**src/hw/rtl/plrs_pkg.sv**
```systemverilog
// shared types, codes and helpers for the log replication step unit
// no dependencies
package plrs_pkg;

  localparam int unsigned MAX_REPLICAS  = 8;
  localparam int unsigned REORDER_DEPTH = 16;
  localparam int unsigned VOTE_DEPTH    = 16;
  localparam int unsigned RIDX_W        = $clog2(REORDER_DEPTH);
  localparam int unsigned VIDX_W        = $clog2(VOTE_DEPTH);
  localparam int unsigned RCNT_W        = $clog2(REORDER_DEPTH + 1);
  localparam int unsigned CFG_IDX_W     = 2;
  localparam int unsigned QUEUE_DEPTH   = 2;

  typedef enum logic [1:0] {
    OP_APPEND = 2'd0,
    OP_REPLY  = 2'd1,
    OP_COMMIT = 2'd2,
    OP_LOCAL  = 2'd3
  } op_e;

  localparam logic [1:0] KIND_NONE      = 2'd0;
  localparam logic [1:0] KIND_ACK       = 2'd1;
  localparam logic [1:0] KIND_COMMIT    = 2'd2;
  localparam logic [1:0] KIND_REPLICATE = 2'd3;

  localparam logic [2:0] ST_OK       = 3'd0;
  localparam logic [2:0] ST_VIEW     = 3'd1;
  localparam logic [2:0] ST_STALE    = 3'd2;
  localparam logic [2:0] ST_BUFFERED = 3'd3;
  localparam logic [2:0] ST_OVERFLOW = 3'd4;
  localparam logic [2:0] ST_PENDING  = 3'd5;

  localparam logic [CFG_IDX_W-1:0] CFG_REPLICA_COUNT = 2'd0;
  localparam logic [CFG_IDX_W-1:0] CFG_MY_REPLICA    = 2'd1;
  localparam logic [CFG_IDX_W-1:0] CFG_SHARD_NUMBER  = 2'd2;
  localparam logic [CFG_IDX_W-1:0] CFG_CURRENT_VIEW  = 2'd3;

  typedef enum logic [2:0] {
    BS_IDLE,
    BS_SCAN,
    BS_EMIT,
    BS_DRAIN
  } back_state_e;

  // configuration seen by the front and back parts
  typedef struct packed {
    logic [3:0]  replica_count;
    logic [2:0]  my_replica;
    logic [7:0]  shard_number;
    logic [31:0] current_view;
    logic [2:0]  leader;
    logic        busy;
  } cfg_t;

  // classified request handed from front to back
  typedef struct packed {
    op_e         op;
    logic        mismatch;
    logic [31:0] batch;
    logic [2:0]  sender;
    logic [31:0] handle;
  } cmd_t;

  function automatic logic [31:0] min32(input logic [31:0] a, input logic [31:0] b);
    return (a < b) ? a : b;
  endfunction

  function automatic logic [RIDX_W-1:0] rslot(input logic [31:0] id);
    logic [31:0] m;
    m = id % REORDER_DEPTH;
    return m[RIDX_W-1:0];
  endfunction

  function automatic logic [VIDX_W-1:0] vslot(input logic [31:0] id);
    logic [31:0] m;
    m = id % VOTE_DEPTH;
    return m[VIDX_W-1:0];
  endfunction

endpackage

```
**src/hw/rtl/plrs_cfg.sv**
```systemverilog
// configuration registers and bit-serial leader index computation
// depends on plrs_pkg
module plrs_cfg (
  input  logic                           clk_i,
  input  logic                           rst_ni,
  input  logic                           cfg_valid_i,
  output logic                           cfg_ready_o,
  input  logic [plrs_pkg::CFG_IDX_W-1:0] cfg_index_i,
  input  logic [31:0]                    cfg_data_i,
  output plrs_pkg::cfg_t                 cfg_o
);
  import plrs_pkg::*;

  logic [3:0]  rc_q;
  logic [2:0]  me_q;
  logic [7:0]  shard_q;
  logic [31:0] view_q;
  logic [2:0]  leader_q;
  logic        start_q, busy_q, pass_q;
  logic [4:0]  cnt_q;
  logic [31:0] src_q;
  logic [3:0]  rem_q;

  logic [4:0]  trial, rc5, rem_next5;
  logic [8:0]  sum;

  assign cfg_ready_o = 1'b1;

  // one restoring remainder step per cycle
  assign trial     = {rem_q, src_q[31]};
  assign rc5       = {1'b0, rc_q};
  assign rem_next5 = (trial >= rc5) ? (trial - rc5) : trial;
  assign sum       = {5'b0, rem_next5[3:0]} + {1'b0, shard_q};

  always_ff @(posedge clk_i or negedge rst_ni) begin
    if (!rst_ni) begin
      rc_q     <= 4'd3;
      me_q     <= '0;
      shard_q  <= '0;
      view_q   <= '0;
      leader_q <= '0;
      start_q  <= 1'b0;
      busy_q   <= 1'b0;
      pass_q   <= 1'b0;
      cnt_q    <= '0;
    end else begin
      if (cfg_valid_i) begin
        case (cfg_index_i)
          CFG_REPLICA_COUNT: rc_q    <= cfg_data_i[3:0];
          CFG_MY_REPLICA:    me_q    <= cfg_data_i[2:0];
          CFG_SHARD_NUMBER:  shard_q <= cfg_data_i[7:0];
          CFG_CURRENT_VIEW:  view_q  <= cfg_data_i;
          default: ;
        endcase
      end
      start_q <= cfg_valid_i;
      if (start_q) begin
        busy_q <= 1'b1;
        pass_q <= 1'b0;
        cnt_q  <= 5'd31;
      end else if (busy_q) begin
        cnt_q <= cnt_q - 5'd1;
        if (cnt_q == 5'd0) begin
          if (!pass_q) begin
            // second pass covers only the nine bits of the sum
            pass_q <= 1'b1;
            cnt_q  <= 5'd8;
          end else begin
            busy_q   <= 1'b0;
            leader_q <= (rc_q == 4'd0) ? 3'd0 : rem_next5[2:0];
          end
        end
      end
    end
  end

  // datapath of the remainder unit
  always_ff @(posedge clk_i) begin
    if (start_q) begin
      src_q <= view_q;
      rem_q <= '0;
    end else if (busy_q) begin
      if (cnt_q == 5'd0 && !pass_q) begin
        src_q <= {sum, 23'b0};
        rem_q <= '0;
      end else begin
        src_q <= {src_q[30:0], 1'b0};
        rem_q <= rem_next5[3:0];
      end
    end
  end

  assign cfg_o = '{replica_count: rc_q, my_replica: me_q, shard_number: shard_q,
                   current_view: view_q, leader: leader_q, busy: start_q | busy_q};

endmodule

```
**src/hw/rtl/plrs_queue.sv**
```systemverilog
// two-entry request queue between front and back
// depends on plrs_pkg
module plrs_queue (
  input  logic           clk_i,
  input  logic           rst_ni,
  input  logic           push_i,
  input  plrs_pkg::cmd_t push_data_i,
  output logic           full_o,
  input  logic           pop_i,
  output logic           valid_o,
  output plrs_pkg::cmd_t head_o
);
  import plrs_pkg::*;

  cmd_t       mem_q [QUEUE_DEPTH];
  logic       wr_q, rd_q;
  logic [1:0] count_q;

  assign full_o  = (count_q == 2'(QUEUE_DEPTH));
  assign valid_o = (count_q != 2'd0);
  assign head_o  = mem_q[rd_q];

  always_ff @(posedge clk_i or negedge rst_ni) begin
    if (!rst_ni) begin
      wr_q    <= 1'b0;
      rd_q    <= 1'b0;
      count_q <= '0;
    end else begin
      if (push_i) wr_q <= ~wr_q;
      if (pop_i) rd_q <= ~rd_q;
      count_q <= count_q + 2'(push_i) - 2'(pop_i);
    end
  end

  always_ff @(posedge clk_i) begin
    if (push_i) mem_q[wr_q] <= push_data_i;
  end

endmodule

```
**src/hw/rtl/plrs_front.sv**
```systemverilog
// front part: accepts requests, checks the view and forms queue entries
// depends on plrs_pkg
module plrs_front (
  input  logic           in_valid_i,
  output logic           in_ready_o,
  input  logic [1:0]     operation_i,
  input  logic [31:0]    msg_view_i,
  input  logic [31:0]    batch_number_i,
  input  logic [2:0]     sender_replica_i,
  input  logic [31:0]    batch_handle_i,
  input  plrs_pkg::cfg_t cfg_i,
  input  logic           q_full_i,
  output logic           push_o,
  output plrs_pkg::cmd_t cmd_o
);
  import plrs_pkg::*;

  op_e op;

  assign op         = op_e'(operation_i);
  assign in_ready_o = !q_full_i && !cfg_i.busy;
  assign push_o     = in_valid_i && in_ready_o;

  // local appends carry no view
  assign cmd_o = '{op: op,
                   mismatch: (op != OP_LOCAL) && (msg_view_i != cfg_i.current_view),
                   batch: batch_number_i, sender: sender_replica_i,
                   handle: batch_handle_i};

endmodule

```
**src/hw/rtl/plrs_back.sv**
```systemverilog
// back part: log state, reorder and vote windows, result register
// depends on plrs_pkg
module plrs_back (
  input  logic           clk_i,
  input  logic           rst_ni,
  input  plrs_pkg::cfg_t cfg_i,
  input  logic           cmd_valid_i,
  input  plrs_pkg::cmd_t cmd_i,
  output logic           pop_o,
  output logic           out_valid_o,
  input  logic           out_ready_i,
  output logic [1:0]     kind_o,
  output logic [31:0]    out_batch_o,
  output logic [31:0]    out_handle_o,
  output logic [2:0]     target_o,
  output logic [2:0]     status_o,
  output logic [31:0]    prepared_now_o,
  output logic [31:0]    committed_now_o,
  output logic           last_o
);
  import plrs_pkg::*;

  back_state_e state_q, state_d;

  logic [31:0] prep_q, comm_q, cp_q;
  logic [REORDER_DEPTH-1:0] rvalid_q;
  logic [31:0] rid_q  [REORDER_DEPTH];
  logic [31:0] rref_q [REORDER_DEPTH];
  logic [VOTE_DEPTH-1:0] vvalid_q;
  logic [31:0] vid_q   [VOTE_DEPTH];
  logic [7:0]  vmask_q [VOTE_DEPTH];

  // pending primary result
  logic [1:0]  pk_q;
  logic [31:0] pb_q, ph_q, fin_prep_q, fin_comm_q, scan_q;
  logic [2:0]  pt_q, ps_q;
  logic [RCNT_W-1:0] cnt_q;

  logic out_free, exec, scan_hit, load_prim, load_drain;

  // execute decode
  logic [1:0]  ex_kind;
  logic [31:0] ex_batch, ex_handle, ex_prep, ex_comm, ex_cp, want, diff;
  logic [2:0]  ex_target, ex_status;
  logic        ex_rwr, ex_vwr, ex_vclr, ex_scan;
  logic [RIDX_W-1:0] rs, ss, ds;
  logic [VIDX_W-1:0] vs;
  logic [7:0]  vm;
  logic [3:0]  votes, need;
  logic [31:0] drain_id;

  assign out_free = !out_valid_o || out_ready_i;
  assign want     = prep_q + 32'd1;
  assign diff     = cmd_i.batch - want;
  assign rs       = rslot(cmd_i.batch);
  assign vs       = vslot(cmd_i.batch);
  assign vm       = ((vvalid_q[vs] && vid_q[vs] == cmd_i.batch) ? vmask_q[vs] : 8'd0)
                    | (8'd1 << cmd_i.sender);
  assign votes    = 4'($countones(vm));
  assign need     = {1'b0, cfg_i.replica_count[3:1]} + 4'd1;
  assign ss       = rslot(scan_q);
  assign scan_hit = rvalid_q[ss] && (rid_q[ss] == scan_q) &&
                    (cnt_q != RCNT_W'(REORDER_DEPTH));
  assign drain_id = prep_q + 32'd1;
  assign ds       = rslot(drain_id);

  always_comb begin
    ex_kind   = KIND_NONE;
    ex_batch  = cmd_i.batch;
    ex_handle = '0;
    ex_target = '0;
    ex_status = ST_OK;
    ex_prep   = prep_q;
    ex_comm   = comm_q;
    ex_cp     = cp_q;
    ex_rwr    = 1'b0;
    ex_vwr    = 1'b0;
    ex_vclr   = 1'b0;
    ex_scan   = 1'b0;
    if (cmd_i.mismatch) begin
      ex_status = ST_VIEW;
    end else begin
      case (cmd_i.op)
        OP_APPEND: begin
          ex_scan = 1'b1;
          if (cmd_i.batch == want) begin
            ex_prep   = want;
            ex_comm   = min32(want, cp_q);
            ex_kind   = KIND_ACK;
            ex_handle = cmd_i.handle;
            ex_target = cfg_i.leader;
          end else if (cmd_i.batch > want) begin
            if (diff <= 32'(REORDER_DEPTH)) begin
              ex_rwr    = 1'b1;
              ex_status = ST_BUFFERED;
            end else begin
              ex_status = ST_OVERFLOW;
            end
          end else begin
            ex_status = ST_STALE;
          end
        end
        OP_REPLY: begin
          if (cmd_i.batch <= comm_q) begin
            ex_status = ST_STALE;
          end else if (cmd_i.batch - comm_q > 32'(VOTE_DEPTH)) begin
            ex_status = ST_OVERFLOW;
          end else if (votes >= need) begin
            ex_vclr = 1'b1;
            ex_comm = cmd_i.batch;
            ex_cp   = cmd_i.batch;
            ex_kind = KIND_COMMIT;
          end else begin
            ex_vwr    = 1'b1;
            ex_status = ST_PENDING;
          end
        end
        OP_COMMIT: begin
          if (cmd_i.batch <= cp_q) begin
            ex_status = ST_STALE;
          end else begin
            ex_cp   = cmd_i.batch;
            ex_comm = min32(prep_q, cmd_i.batch);
          end
        end
        default: begin
          ex_prep   = want;
          ex_kind   = KIND_REPLICATE;
          ex_batch  = want;
          ex_handle = cmd_i.handle;
        end
      endcase
    end
  end

  // next state
  always_comb begin
    state_d = state_q;
    case (state_q)
      BS_IDLE:  if (cmd_valid_i) state_d = ex_scan ? BS_SCAN : BS_EMIT;
      BS_SCAN:  if (!scan_hit) state_d = BS_EMIT;
      BS_EMIT:  if (out_free) state_d = (cnt_q == '0) ? BS_IDLE : BS_DRAIN;
      BS_DRAIN: if (out_free && cnt_q == RCNT_W'(1)) state_d = BS_IDLE;
      default:  state_d = BS_IDLE;
    endcase
  end

  // control outputs
  always_comb begin
    exec       = 1'b0;
    load_prim  = 1'b0;
    load_drain = 1'b0;
    case (state_q)
      BS_IDLE:  exec = cmd_valid_i;
      BS_EMIT:  load_prim = out_free;
      BS_DRAIN: load_drain = out_free;
      default: ;
    endcase
  end

  assign pop_o = exec;

  always_ff @(posedge clk_i or negedge rst_ni) begin
    if (!rst_ni) begin
      state_q     <= BS_IDLE;
      prep_q      <= '0;
      comm_q      <= '0;
      cp_q        <= '0;
      rvalid_q    <= '0;
      vvalid_q    <= '0;
      out_valid_o <= 1'b0;
    end else begin
      state_q <= state_d;
      if (exec) begin
        prep_q <= ex_prep;
        comm_q <= ex_comm;
        cp_q   <= ex_cp;
        if (ex_rwr) rvalid_q[rs] <= 1'b1;
        if (ex_vwr) vvalid_q[vs] <= 1'b1;
        if (ex_vclr) vvalid_q[vs] <= 1'b0;
      end
      if (load_drain) begin
        rvalid_q[ds] <= 1'b0;
        prep_q       <= drain_id;
        comm_q       <= min32(drain_id, cp_q);
      end
      if (load_prim || load_drain) out_valid_o <= 1'b1;
      else if (out_ready_i) out_valid_o <= 1'b0;
    end
  end

  always_ff @(posedge clk_i) begin
    if (exec) begin
      pk_q       <= ex_kind;
      pb_q       <= ex_batch;
      ph_q       <= ex_handle;
      pt_q       <= ex_target;
      ps_q       <= ex_status;
      fin_prep_q <= ex_prep;
      fin_comm_q <= ex_comm;
      scan_q     <= ex_prep + 32'd1;
      cnt_q      <= '0;
      if (ex_rwr) begin
        rid_q[rs]  <= cmd_i.batch;
        rref_q[rs] <= cmd_i.handle;
      end
      if (ex_vwr) begin
        vid_q[vs]   <= cmd_i.batch;
        vmask_q[vs] <= vm;
      end
    end
    // count the run of buffered batches that will drain
    if (state_q == BS_SCAN) begin
      if (scan_hit) begin
        scan_q <= scan_q + 32'd1;
        cnt_q  <= cnt_q + RCNT_W'(1);
      end else if (cnt_q != '0) begin
        fin_prep_q <= prep_q + 32'(cnt_q);
        fin_comm_q <= min32(prep_q + 32'(cnt_q), cp_q);
      end
    end
    if (load_drain) cnt_q <= cnt_q - RCNT_W'(1);
    if (load_prim) begin
      kind_o          <= pk_q;
      out_batch_o     <= pb_q;
      out_handle_o    <= ph_q;
      target_o        <= pt_q;
      status_o        <= ps_q;
      prepared_now_o  <= fin_prep_q;
      committed_now_o <= fin_comm_q;
      last_o          <= (cnt_q == '0);
    end else if (load_drain) begin
      kind_o          <= KIND_ACK;
      out_batch_o     <= drain_id;
      out_handle_o    <= rref_q[ds];
      target_o        <= cfg_i.leader;
      status_o        <= ST_OK;
      prepared_now_o  <= fin_prep_q;
      committed_now_o <= fin_comm_q;
      last_o          <= (cnt_q == RCNT_W'(1));
    end
  end

endmodule

```
**src/hw/rtl/paxos_log_replication_step_unit.sv**
```systemverilog
// top level of the log replication step unit
// depends on plrs_pkg, plrs_cfg, plrs_front, plrs_queue, plrs_back
//
// channel   direction  handshake               payload
// in        input      in_valid_i/in_ready_o   operation, view, batch, sender, handle
// out       output     out_valid_o/out_ready_i kind, batch, handle, target, status, ids, last
// cfg       input      cfg_valid_i/cfg_ready_o cfg_index_i, cfg_data_i
//
// a request passes through the execute and emit states of the back part; an append
// also scans its reorder window once per released batch plus a final miss and then
// emits one ack per released batch, one a cycle unless the output stalls
// after reset the leader index is zero; after any config write it is rebuilt
// by a bit-serial remainder unit, and in_ready_o stays low until it is done
// the front keeps accepting into a two-entry queue, until it fills, while the
// back part stalls on a full result register
module paxos_log_replication_step_unit (
  input  logic                           clk_i,
  input  logic                           rst_ni,
  input  logic                           in_valid_i,
  output logic                           in_ready_o,
  input  logic [1:0]                     operation_i,
  input  logic [31:0]                    msg_view_i,
  input  logic [31:0]                    batch_number_i,
  input  logic [2:0]                     sender_replica_i,
  input  logic [31:0]                    batch_handle_i,
  output logic                           out_valid_o,
  input  logic                           out_ready_i,
  output logic [1:0]                     kind_o,
  output logic [31:0]                    out_batch_o,
  output logic [31:0]                    out_handle_o,
  output logic [2:0]                     target_o,
  output logic [2:0]                     status_o,
  output logic [31:0]                    prepared_now_o,
  output logic [31:0]                    committed_now_o,
  output logic                           last_o,
  input  logic                           cfg_valid_i,
  output logic                           cfg_ready_o,
  input  logic [plrs_pkg::CFG_IDX_W-1:0] cfg_index_i,
  input  logic [31:0]                    cfg_data_i
);
  import plrs_pkg::*;

  cfg_t cfg;
  cmd_t push_cmd, head_cmd;
  logic push, q_full, q_valid, pop;

  // config registers and leader index
  plrs_cfg u_cfg (
    .clk_i, .rst_ni, .cfg_valid_i, .cfg_ready_o, .cfg_index_i, .cfg_data_i,
    .cfg_o(cfg)
  );

  // view check and request intake
  plrs_front u_front (
    .in_valid_i, .in_ready_o, .operation_i, .msg_view_i, .batch_number_i,
    .sender_replica_i, .batch_handle_i, .cfg_i(cfg), .q_full_i(q_full),
    .push_o(push), .cmd_o(push_cmd)
  );

  // decouples intake from the state update
  plrs_queue u_queue (
    .clk_i, .rst_ni, .push_i(push), .push_data_i(push_cmd), .full_o(q_full),
    .pop_i(pop), .valid_o(q_valid), .head_o(head_cmd)
  );

  // log state, windows and result register
  plrs_back u_back (
    .clk_i, .rst_ni, .cfg_i(cfg), .cmd_valid_i(q_valid), .cmd_i(head_cmd),
    .pop_o(pop), .out_valid_o, .out_ready_i, .kind_o, .out_batch_o, .out_handle_o,
    .target_o, .status_o, .prepared_now_o, .committed_now_o, .last_o
  );

endmodule

```
**config.mk**
```make
export PLATFORM = sky130hd
export DESIGN_NAME = paxos_log_replication_step_unit
export DESIGN_NICKNAME = d
export VERILOG_FILES = /design/src/hw/rtl/plrs_pkg.sv /design/src/hw/rtl/plrs_cfg.sv /design/src/hw/rtl/plrs_queue.sv /design/src/hw/rtl/plrs_front.sv /design/src/hw/rtl/plrs_back.sv /design/src/hw/rtl/paxos_log_replication_step_unit.sv
export SDC_FILE = /design/constraint.sdc
export NUM_CORES = 2
export LEC_CHECK = 0
export BUFFER_PORTS_ARGS = -buffer_cell sky130_fd_sc_hd__buf_2
export CORE_UTILIZATION = 45
export DETAILED_ROUTE_END_ITERATION = 8
export PLACE_DENSITY = 0.65
export SLEW_MARGIN = 0
export SYNTH_ARGS = -nofsm -noshare
export SYNTH_HDL_FRONTEND = slang
export SYNTH_SLANG_ARGS = --single-unit
```
**constraint.sdc**
```tcl
create_clock -name clk_i -period 21 [get_ports clk_i]
set_input_delay 4.2 -clock clk_i [delete_from_list [all_inputs] [get_ports clk_i]]
set_output_delay 4.2 -clock clk_i [all_outputs]
set_load 0.05 [all_outputs]
```
==> run summary <==
Routability cong. -> 0.9788
Initial DRC Count -> 8,297
Worst skew pair latency -> 930 ps
Cell Area, Synth -> 104,700 um2
Gate Count Post-Synth -> 7,688
Max IR drop VDD -> 0.1078 mV
Number of vias per cell -> 6.142
Final period demand of the worst path -> 12,250 ps
Final WS setup -> 8755 ps
Total grt overflow -> 0
CTS resizes -> 0
Detail Route Antenna Nets -> 0
Crit end category -> flop
Num CTS Buffers -> 236
Crit. Startpoint -> u_queue.rd_q
Compound-Gate Fraction of Synth Area -> 0.07767
Slew @ Worst Pin -> 1387 ps
Register bit count reported by yosys -> 2,340
Max Buffers Root-to-Sink -> 3
Drt wl/cell -> 28.31 um
Pwr/cell area -> 134.8 nW/um2
Number of iterations in the first detailed-routing pass -> 8
Largest family of logic cells by synthesized area -> simple AND/OR/NAND/NOR gates
Peak Freq -> 81.66 MHz
Nets@finish -> 8,296
Syn Area/Cell -> 13.62 um2
Hold Vio Cnt, Final -> 0
TritonCTS clock tree -> done
Int Pwr -> 9.958 mW
Synth Area in Simple Gates -> 0.1036
RSZ-0062 raised after global routing -> no
Reg-to-reg critical path startpoint -> u_queue.rd_q
Max incr delay on CP -> 840 ps
Pin count of the biggest net entering global routing -> 177
DP Worst Slack -> 8749 ps
Core region area -> 230,600 um2
Setup tns final -> 0 ps
Vias in the first global route -> 66,670
Syn_nets -> 8,065
Top_reg_cell synth -> edfxtp_1
Hold buffers post-CTS -> 0
Root Driver -> clkbuf_16
Worst-path clk slew -> 60 ps
Max Cap Violations -> 0
# H-tree levels -> 4
Net Sw Power -> 5.899 mW
Clock sinks -> 2,340
Die Wd -> 484.3 um
Max transition margin -> 0.06564
Sw frac -> 0.3720
# Post-CTS Setup Buffers -> 0
GRT Total Usage -> 0.2655
Final Routed Wirelength -> 316,200 um
Yosys warns -> 0
Post-synthesis adder-cell area fraction -> 0.02883
HPWL after detailed placement -> 198,300 um
Final setup viols -> 0
Pwr Total -> 15.86 mW
Post-synthesis mux area share -> 0.09365
Final Max Slew Viols -> 0
Drt drc -> 0
Worst hold path startpoint -> u_back.fin_comm_q[30]
Hold Crit Class -> flop to flop
Cell mode on critical path -> buf_4
Crit-path slowest cell -> buf_4
Fin cells -> 11,170
Synth cell types -> 103
Initial Util -> 0.4540
Post-synth EDFFs -> 2,045
Required @ worst endpoint -> 21,490 ps
Skew final -> 101.7 ps
IO buf count -> 278
Worst-path fanout max -> 120
Cell row count -> 176
Leakage power -> 41.78 nW
XOR/XNOR Fraction of Synth Area -> 0.01867
Sequential power share -> 0.380
Clock power share -> 0.268
Critical Path Start Type -> flop
Via count -> 68,590
Initial antenna violation count -> 31
Die height -> 484.3 um
I/O pin cnt -> 280
Fraction of layout cells with a size suffix above 1 -> 0.1639
Status -> finished clean
Fin util -> 0.5103
Global-route wire length before repair -> 457,100 um
CP arrival -> 12,730 ps
Sequential area share after synthesis -> 0.6521
Power share of the combinational group -> 0.352
Post-Place Cells -> 10,710
Die area -> 234,600 um2
Critical path type -> flop to flop
Post-synthesis async set-or-reset flop share -> 0.08120
P&R area growth vs syn -> 12.39%
Tcrit/Tclk final -> 0.5831
-- Yosys cell counts, drive strengths merged, types with 88 or more instances --
cell / number / area [um2]
nor2: 413 / 1575
a311oi: 96 / 840.8
mux2i: 184 / 1842
a21oi: 337 / 1690
nand3: 403 / 2022
nand2: 1087 / 4093
ha: 230 / 2878
xnor2: 150 / 1333
mux2: 127 / 1430
nor3: 88 / 450.4
edfxtp: 2045 / 61410
dfrtp: 188 / 4705
a21o: 89 / 668.1
o21ai: 225 / 1126
mux4: 290 / 6531
dfxtp: 105 / 2102
inv: 203 / 762.0
clkbuf: 305 / 1147
buf: 152 / 742.0
-- kinds of logic after synthesis --
| group | Yosys count |
|---|---|
| compound gates | 1230 |
| xor+xnor | 221 |
| fa+ha+maj | 237 |
| buf+inv | 661 |
| flops | 2340 |
| mux | 601 |
| other cells | 1 |
| simple gates | 2397 |
-- worst paths after layout --
check / depth (start not counted) / slack [ps] / to
min: 0 / 430 / u_back.committed_now_o[30]
max reg2reg: 30 / 8750 / u_back.vid_q[2][5]
max in group asynchronous: 3 / 15380 / u_cfg.view_q[21]
min reg2reg: 0 / 430 / u_back.committed_now_o[30]
min in group asynchronous: 1 / 3290 / u_back.comm_q[25]
max: 30 / 8750 / u_back.vid_q[2][5]
-- critical path, delay by kind of cell (launching register included) --
kind            cells  cell delay (ps)
buf+inv             8             3420
simple gates        8             3260
fa+ha+maj           6             2170
compound gates      6             1730
flops               1              700
mux                 1              280
xor+xnor            1              120
-- power by group through the flow --
stage | logic [mW] | clock network (mW) | registers [mW]
CTS | 5.52 | 4.30 | 6.02
detailed placement | 5.48 | 0 | 6.12
finish | 5.58 | 4.25 | 6.03
global placement | 5.43 | 0 | 6.11
floorplan | 3.42 | 0 | 6.35
global route | 5.93 | 4.47 | 6.06
-- cell usage in the layout, fill, tap and decap left out, drive strengths merged, types with 210 or more instances in the layout --
cell type	synthesis	routed
ha	230	230
nor2	413	413
clkbuf	305	295
buf	152	450
nand2	1087	1087
edfxtp	2045	2045
nand3	403	403
a21oi	337	337
mux4	290	290
inv	203	210
o21ai	225	225
-- layer usage --
layer  GRT usage  share of wire  up-vias
met3     0.05638           0.10      731
met4      0.1329          0.054       30
met5           0        0.00062        -
met1      0.3586           0.40    34430
li1            -              -    29700
met2      0.4065           0.45     3702
-- metrics by stage --
stage | hold WS, ps | cell area (um2)
2_1_floorplan | 401.6 | 104700
3_3_place_gp | 411.5 | 109700
3_5_place_dp | 417.2 | 109700
4_1_cts | 432.4 | 117600
5_1_grt | 444.0 | 117600
6_report | 428.4 | 117700
-- area by class of cell --
cell class	count	area (um2)
antenna	9	22.52
clock buffer	295	6240
clock inverter	156	1694
fill	19130	112900
inverter	204	792.0
multi-input combinational	4687	34130
sequential	2340	68290
tap	3026	3786
timing repair buffer	450	2705
-- state kept, by name (all words and copies together) (netlist names), 128 cells and up, named ones only --
signal          cells
u_back.rid_q      512
u_back.rref_q     512
u_back.vid_q      512
u_queue.mem_q     140
u_back.vmask_q    128
No activity file was read; power rests on OpenSTA's default activity.
